==> config.mk <==
export PLATFORM = sky130hd
export DESIGN_NAME = lru_key_value_cache
export DESIGN_NICKNAME = d
export VERILOG_FILES = /design/src/design/lkvc_pkg.sv /design/src/design/lru_key_value_cache.sv
export SDC_FILE = /design/constraint.sdc
export NUM_CORES = 2
export LEC_CHECK = 0
export BUFFER_PORTS_ARGS = -buffer_cell sky130_fd_sc_hd__clkbuf_2
export CAP_MARGIN = 0
export CORE_MARGIN = 2
export CORE_UTILIZATION = 50
export DETAILED_ROUTE_END_ITERATION = 12
export GPL_ROUTABILITY_DRIVEN = 0
export PLACE_DENSITY = 0.74
export SLEW_MARGIN = 10
export SYNTH_ARGS = -nofsm -noshare
export SYNTH_HDL_FRONTEND = slang
export SYNTH_SLANG_ARGS = --single-unit
export TNS_END_PERCENT = 100
==> constraint.sdc <==
create_clock -name clk -period 11.56 [get_ports clk]
set_input_delay 1.156 -clock clk [delete_from_list [all_inputs] [get_ports clk]]
set_output_delay 1.156 -clock clk [all_outputs]
set_load 0.005 [all_outputs]
==> src/design/lkvc_pkg.sv <==
// Package for the LRU key/value cache: port widths and reset constants.
// No dependencies; used by the top level and its checker.
package lkvc_pkg;

    localparam int CAP_W      = 5;
    localparam int KEY_W      = 32;
    localparam int VALUE_W    = 32;
    localparam int OCC_W      = 5;
    localparam int S_TDATA_W  = 64;
    localparam int M_TDATA_W  = 40;

    localparam logic [CAP_W-1:0] CAP_RESET = 5'd16;

endpackage

==> src/design/lru_key_value_cache.sv <==
// Fully associative key/value cache with least-recently-used replacement.
// Depends on lkvc_pkg for port widths and the capacity reset value.

// The cache holds up to ENTRIES key/value pairs, all compared in parallel.
// A request item carries mode on s_tuser (0 lookup, 1 insert-or-assign) and
// key/value on s_tdata; each request yields exactly one result item with
// found on m_tuser and data/occupancy on m_tdata. A lookup hit returns the
// stored value and makes the entry most recent; a miss returns 0 and changes
// nothing. An insert-or-assign rewrites a present key, or stores a new key in
// the lowest free slot after evicting the least recent entry when occupancy
// has reached capacity. Capacity 0 acts as 1, capacity above ENTRIES as
// ENTRIES; lowering it below the occupancy evicts one entry per new insert.
// Timing: one item per cycle sustained while results are taken.
// The request lands in an input register; the whole compare, rank update
// and slot pick is one combinational pass into the result register, which
// also updates the entry state, so the next request sees it right away.
// The result register decouples the two sides: input stalls only while a
// result is held and the previous request waits behind it. The capacity
// write port is always ready and must be used only while the cache is idle.
module lru_key_value_cache #(
    parameter int ENTRIES    = 16,
    parameter int KEY_BITS   = 32,
    parameter int VALUE_BITS = 32
) (
    input  logic                           clk,
    input  logic                           rst_n,
    // capacity write channel
    input  logic                           cfg_valid,
    output logic                           cfg_ready,
    input  logic [lkvc_pkg::CAP_W-1:0]     cfg_data,   // capacity
    // request items
    input  logic                           s_tvalid,
    output logic                           s_tready,
    input  logic [lkvc_pkg::S_TDATA_W-1:0] s_tdata,    // [31:0] key, [63:32] value
    input  logic                           s_tuser,    // [0] mode
    // result items
    output logic                           m_tvalid,
    input  logic                           m_tready,
    output logic [lkvc_pkg::M_TDATA_W-1:0] m_tdata,    // [31:0] data, [36:32] occupancy
    output logic                           m_tuser     // [0] found
);
    import lkvc_pkg::*;

    localparam int RW     = (ENTRIES > 1) ? $clog2(ENTRIES) : 1;
    localparam int OW     = $clog2(ENTRIES + 1);
    localparam int KW     = (KEY_BITS < KEY_W) ? KEY_BITS : KEY_W;
    localparam int VW     = (VALUE_BITS < VALUE_W) ? VALUE_BITS : VALUE_W;
    localparam int CMP_W  = (OW > CAP_W) ? OW : CAP_W;

    // input register
    logic               in_valid_reg;
    logic               in_mode_reg;
    logic [KEY_W-1:0]   in_key_reg;
    logic [VALUE_W-1:0] in_value_reg;

    // result register
    logic               out_valid_reg;
    logic               out_found_reg;
    logic [VALUE_W-1:0] out_data_reg;
    logic [OCC_W-1:0]   out_occ_reg;

    logic [CAP_W-1:0]   capacity_reg;

    // entry state
    logic [ENTRIES-1:0] valid_reg;
    logic [ENTRIES-1:0] valid_next;
    logic [KW-1:0]      key_reg   [ENTRIES];
    logic [VW-1:0]      value_reg [ENTRIES];
    logic [RW-1:0]      rank_reg  [ENTRIES];
    logic [RW-1:0]      rank_next [ENTRIES];
    logic [OW-1:0]      occ_reg;
    logic [OW-1:0]      occ_next;

    logic               advance;
    logic [KW-1:0]      key_m;
    logic [VW-1:0]      val_m;
    logic [ENTRIES-1:0] match;
    logic               hit;
    logic [RW-1:0]      hit_rank;
    logic [VW-1:0]      hit_value;
    logic [CMP_W-1:0]   cap_ext;
    logic [CMP_W-1:0]   cap_eff;
    logic               do_insert;
    logic               evict;
    logic [RW-1:0]      lru_rank;
    logic [ENTRIES-1:0] evict_mask;
    logic [ENTRIES-1:0] valid_left;
    logic [ENTRIES-1:0] free_mask;
    logic [ENTRIES-1:0] ins_mask;
    logic [VW-1:0]      data_now;

    // A request moves on when the result register is empty or being drained.
    assign advance   = in_valid_reg && (!out_valid_reg || m_tready);
    assign s_tready  = !in_valid_reg || advance;
    assign cfg_ready = 1'b1;

    assign key_m = in_key_reg[KW-1:0];
    assign val_m = in_value_reg[VW-1:0];

    // Keys of valid entries are unique, so at most one match bit is set and
    // the rank/value can be gathered by OR.
    always_comb
    begin
        hit_rank  = '0;
        hit_value = '0;
        for (int i = 0; i < ENTRIES; i++)
        begin
            match[i] = valid_reg[i] && (key_reg[i] == key_m);
            if (match[i])
            begin
                hit_rank  = hit_rank | rank_reg[i];
                hit_value = hit_value | value_reg[i];
            end
        end
    end

    assign hit = |match;

    // effective capacity: 0 acts as 1, clamp at ENTRIES
    always_comb
    begin
        cap_ext = CMP_W'(capacity_reg);
        if (cap_ext == '0)
        begin
            cap_eff = CMP_W'(1);
        end
        else if (cap_ext > CMP_W'(ENTRIES))
        begin
            cap_eff = CMP_W'(ENTRIES);
        end
        else
        begin
            cap_eff = cap_ext;
        end
    end

    assign do_insert = in_mode_reg && !hit;
    assign evict     = do_insert && (occ_reg != '0) && (CMP_W'(occ_reg) >= cap_eff);
    assign lru_rank  = RW'(occ_reg - OW'(1));

    always_comb
    begin
        for (int i = 0; i < ENTRIES; i++)
        begin
            evict_mask[i] = evict && valid_reg[i] && (rank_reg[i] == lru_rank);
        end
    end

    // lowest free slot after the eviction, as a one-hot mask
    assign valid_left = valid_reg & ~evict_mask;
    assign free_mask  = ~valid_left;
    assign ins_mask   = free_mask & (~free_mask + ENTRIES'(1));

    always_comb
    begin
        valid_next = valid_reg;
        for (int i = 0; i < ENTRIES; i++)
        begin
            rank_next[i] = rank_reg[i];
            if (hit)
            begin
                if (match[i])
                begin
                    rank_next[i] = '0;
                end
                else if (valid_reg[i] && (rank_reg[i] < hit_rank))
                begin
                    rank_next[i] = rank_reg[i] + RW'(1);
                end
            end
            else if (do_insert)
            begin
                if (ins_mask[i])
                begin
                    rank_next[i] = '0;
                end
                else if (valid_left[i])
                begin
                    rank_next[i] = rank_reg[i] + RW'(1);
                end
            end
        end
        if (do_insert)
        begin
            valid_next = valid_left | ins_mask;
        end
    end

    // an insert without eviction always finds a free slot
    assign occ_next = (do_insert && !evict) ? occ_reg + OW'(1) : occ_reg;
    assign data_now = in_mode_reg ? val_m : hit_value;

    always_ff @(posedge clk or negedge rst_n)
    begin
        if (!rst_n)
        begin
            in_valid_reg  <= 1'b0;
            out_valid_reg <= 1'b0;
            capacity_reg  <= CAP_RESET;
            valid_reg     <= '0;
            occ_reg       <= '0;
        end
        else
        begin
            if (s_tvalid && s_tready)
            begin
                in_valid_reg <= 1'b1;
            end
            else if (advance)
            begin
                in_valid_reg <= 1'b0;
            end

            if (advance)
            begin
                out_valid_reg <= 1'b1;
                valid_reg     <= valid_next;
                occ_reg       <= occ_next;
            end
            else if (m_tready)
            begin
                out_valid_reg <= 1'b0;
            end

            if (cfg_valid)
            begin
                capacity_reg <= cfg_data;
            end
        end
    end

    // payload registers and entry stores, no reset
    always_ff @(posedge clk)
    begin
        if (s_tvalid && s_tready)
        begin
            in_mode_reg  <= s_tuser;
            in_key_reg   <= s_tdata[KEY_W-1:0];
            in_value_reg <= s_tdata[KEY_W +: VALUE_W];
        end
        if (advance)
        begin
            out_found_reg <= hit;
            out_data_reg  <= VALUE_W'(data_now);
            out_occ_reg   <= OCC_W'(occ_next);
            for (int i = 0; i < ENTRIES; i++)
            begin
                rank_reg[i] <= rank_next[i];
                if (do_insert && ins_mask[i])
                begin
                    key_reg[i]   <= key_m;
                    value_reg[i] <= val_m;
                end
                else if (in_mode_reg && match[i])
                begin
                    value_reg[i] <= val_m;
                end
            end
        end
    end

    assign m_tvalid = out_valid_reg;
    assign m_tuser  = out_found_reg;
    assign m_tdata  = M_TDATA_W'({out_occ_reg, out_data_reg});

endmodule

==> reports/summary.txt <==
status -> complete, no violations
buffers and inverters on the worst path -> 2
peak supply drop -> 0.153 mV
Power Density -> 184 nW/µm²
placed insts -> 4,988
io pins -> 119
met3 GRT Util -> 5.64%
Rel. slew slack -> 24.2%
Required @ worst endpoint -> 11,900 ps
Total Power -> 10.9 mW
cell taking the most area after synthesis -> edfxtp_1
hold-fix buffers at CTS -> 0
placed instance area -> 55,300 µm²
syn avg cell area -> 14.9 µm²
Psw -> 2.97 mW
Hold Crit Start -> in_valid_reg
CTS H-tree depth -> 3
synth warn -> 0
Final setup viols -> 0
clk buf depth -> 3
slowest stage delay, CP -> 1050 ps
All-Layer GR Usage -> 26.2%
RSZ-0062 raised after global routing -> false
total wire length -> 143,000 µm
minimum clock period -> 6300 ps
Net Sw Frac -> 27.2%
Worst-Margin Slew -> 1140 ps
Clk pwr share -> 35.7%
insertion delay to the later sink of the worst-skew pair -> 730 ps
Leak -> 19.1 nW
final-report max-slew violation count -> 0
Synth top cells by count -> edfxtp_1, xnor2_1, nand4_1
site row count -> 119
Most common cell on crit path -> and3_1
Comb power frac -> 14.6%
fmax -> 159 MHz
Routed WL per cell -> 27.5 µm
max cap viols -> 0
most used routing layer -> met2
ant diodes -> 0
TritonCTS buffer count -> 118
ys flop type -> edfxtp_1
core footprint -> 105,000 µm²
final non-filler cell total -> 5,212
setup ws final -> 5260 ps
first drt pass iteration count -> 7
DRC viols -> 0
worst setup path class -> reg -> reg
share of layout cells above drive strength 1 -> 12.4%
critical-path maximum fanout -> 33
async set-reset flop share out of synthesis -> 2.30%
Layout area overhead -> 11.7%
CTS root buffer -> clkbuf_16
DR vias/cell -> 6.40
Gate Count Post-Synth -> 3,564
pin count of the biggest net entering global routing -> 56
setup TNS -> 0 ps
Sequential Power Share -> 49.7%
Post-DP HPWL -> 81,400 µm
Die Height -> 330 µm
initial antenna violation count -> 1
vias in the first global route -> 32,600
post-route ant nets -> 0
CTS tree -> yes
initial DRC count -> 4,608
CP Launch Point -> occ_reg[0]
Mapped Area -> 53,000 µm²
Starting Density -> 50.4%
vias -> 33,400
GR Util met2 -> 40.4%
IO buf count -> 114
Die Wd -> 330 µm
post-synth cell types -> 79
WP data arrival -> 6630 ps
CP cell instances -> inv_1 > ha_1 > xnor2_2 > xor2_1 > a32oi_1 > and3_1 > nand4_1 > nand2b_1 > a31oi_1 > and3_1 > buf_4 > a21o_2
Critical Path Slowest Stage Cell -> dfrtp_1
Final nets -> 3,864
setup repair bufs after CTS -> 0
routing usage on met1 -> 36.6%
Worst Hold Class -> reg -> reg
endpoints failing hold -> 0
crit share post-route -> 54.5%
Reg clk slew, reported paths -> 70 ps
total congestion overflow -> 0
Synth Register Bits -> 1,219
Core Util, Final -> 56.3%
Setup WS pre-CTS -> 5460 ps
synth top area cells -> edfxtp_1, xnor2_1, a22oi_1
crit start category -> register
Worst Skew -> 29.9 ps
first-pass GRT wire length -> 211,000 µm
crit-path leading delay family -> compound AO/OA/AOI/OAI gates
number of synthesized flops with an enable pin -> 1,191
CP Capture Type -> register
WHS -> 524 ps
fin area -> 59,300 µm²
reg2reg start -> occ_reg[0]
area share of the largest cell type after synthesis -> 67.4%
sequential-to-total area share from yosys stat -> 68.8%
DIE AREA -> 109,000 µm²
post-cts resize count -> 0
clk sinks -> 1,219
internal power -> 7.95 mW
top-count cell post-synth -> edfxtp_1
==> placed cells by master (no fill, tap or decap), types with 10 or more instances in the layout <==
cell type   instances
a21oi_1            49
a221oi_1           41
a22o_1             41
a22oi_1           209
a31oi_1            13
and3_1             17
and4_1             16
buf_4              86
bufinv_16          14
clkbuf_1           14
clkbuf_16         118
clkbuf_2          114
clkinv_1           28
clkinv_2           25
clkinvlp_4         10
dfrtp_1            27
edfxtp_1         1191
ha_1               72
inv_1              71
mux2_2             12
nand2_1            93
nand2b_1           97
nand3_1            94
nand4_1           219
nor2_1            114
nor2_2             11
nor2b_1            18
nor3_1             86
nor4_1             58
o21a_1             12
o21ai_0            43
or4_1              19
xnor2_1           432
xnor3_1            10
xor2_1            137
==> path summary, 6_finish.rpt <==
kind | endpoint | slack (ps) | cells after the start
worst max-delay path | value_reg[1][178] | 5260 | 12
worst min-delay path | m_tvalid | 520 | 1
worst max register to register | value_reg[1][178] | 5260 | 12
worst min register to register | m_tvalid | 520 | 1
max in group asynchronous | valid_reg[11] | 10430 | 1
min in group asynchronous | cap_ext[3] | 560 | 1
==> power by group through the flow <==
| stage | Combinational, mW | Clock (mW) | Sequential [mW] |
|---|---|---|---|
| 3_5_place_dp | 1.54 | 0 | 5.51 |
| 3_3_place_gp | 1.51 | 0 | 5.50 |
| 2_1_floorplan | 1.10 | 0 | 5.41 |
| 6_report | 1.59 | 3.90 | 5.43 |
| 5_1_grt | 1.71 | 4.10 | 5.45 |
| 4_1_cts | 1.55 | 3.93 | 5.42 |
==> cell families (layout without fill, tap and decap cells) <==
group                    Yosys count  in the layout  share of synthesized area, %
flip-flops                      1219           1219                          68.8
AND/OR/NAND/NOR                  934            934                          10.1
XOR/XNOR                         583            583                          9.97
AO/OA/AOI/OAI                    498            498                          6.93
buffers and inverters            244            499                          2.25
adder cells (fa/ha/maj)           72             72                          1.70
multiplexers                      12             12                         0.255
other                              2              4                        0.0142
==> metal layers <==
layer  vias to the layer above  part of all wire, %  wire (µm)
li1                      14100                    -          -
met2                      2186                   45      64400
met5                         -                    0          0
met4                         0                  4.4       6270
met1                     16600                   40      56600
met3                       443                   11      15900
==> worst reg2reg max path: cells and delay by family (launching register included) <==
family | cells | cell delay [ps]
AO/OA/AOI/OAI | 3 | 1780
flip-flops | 1 | 1050
XOR/XNOR | 2 | 1050
AND/OR/NAND/NOR | 4 | 850
buffers and inverters | 2 | 730
adder cells (fa/ha/maj) | 1 | 420
==> cell type report <==
| type | count | area, µm² |
|---|---|---|
| multi-input cells | 2103 | 15600 |
| fillers | 8046 | 46000 |
| inverters | 75 | 287 |
| clock buffers | 132 | 3010 |
| repair buffers | 200 | 1220 |
| clock inverters | 92 | 948 |
| well taps | 1391 | 1740 |
| flip-flops and latches | 1219 | 36500 |
Note: power is estimated with default switching activity, not from simulation.
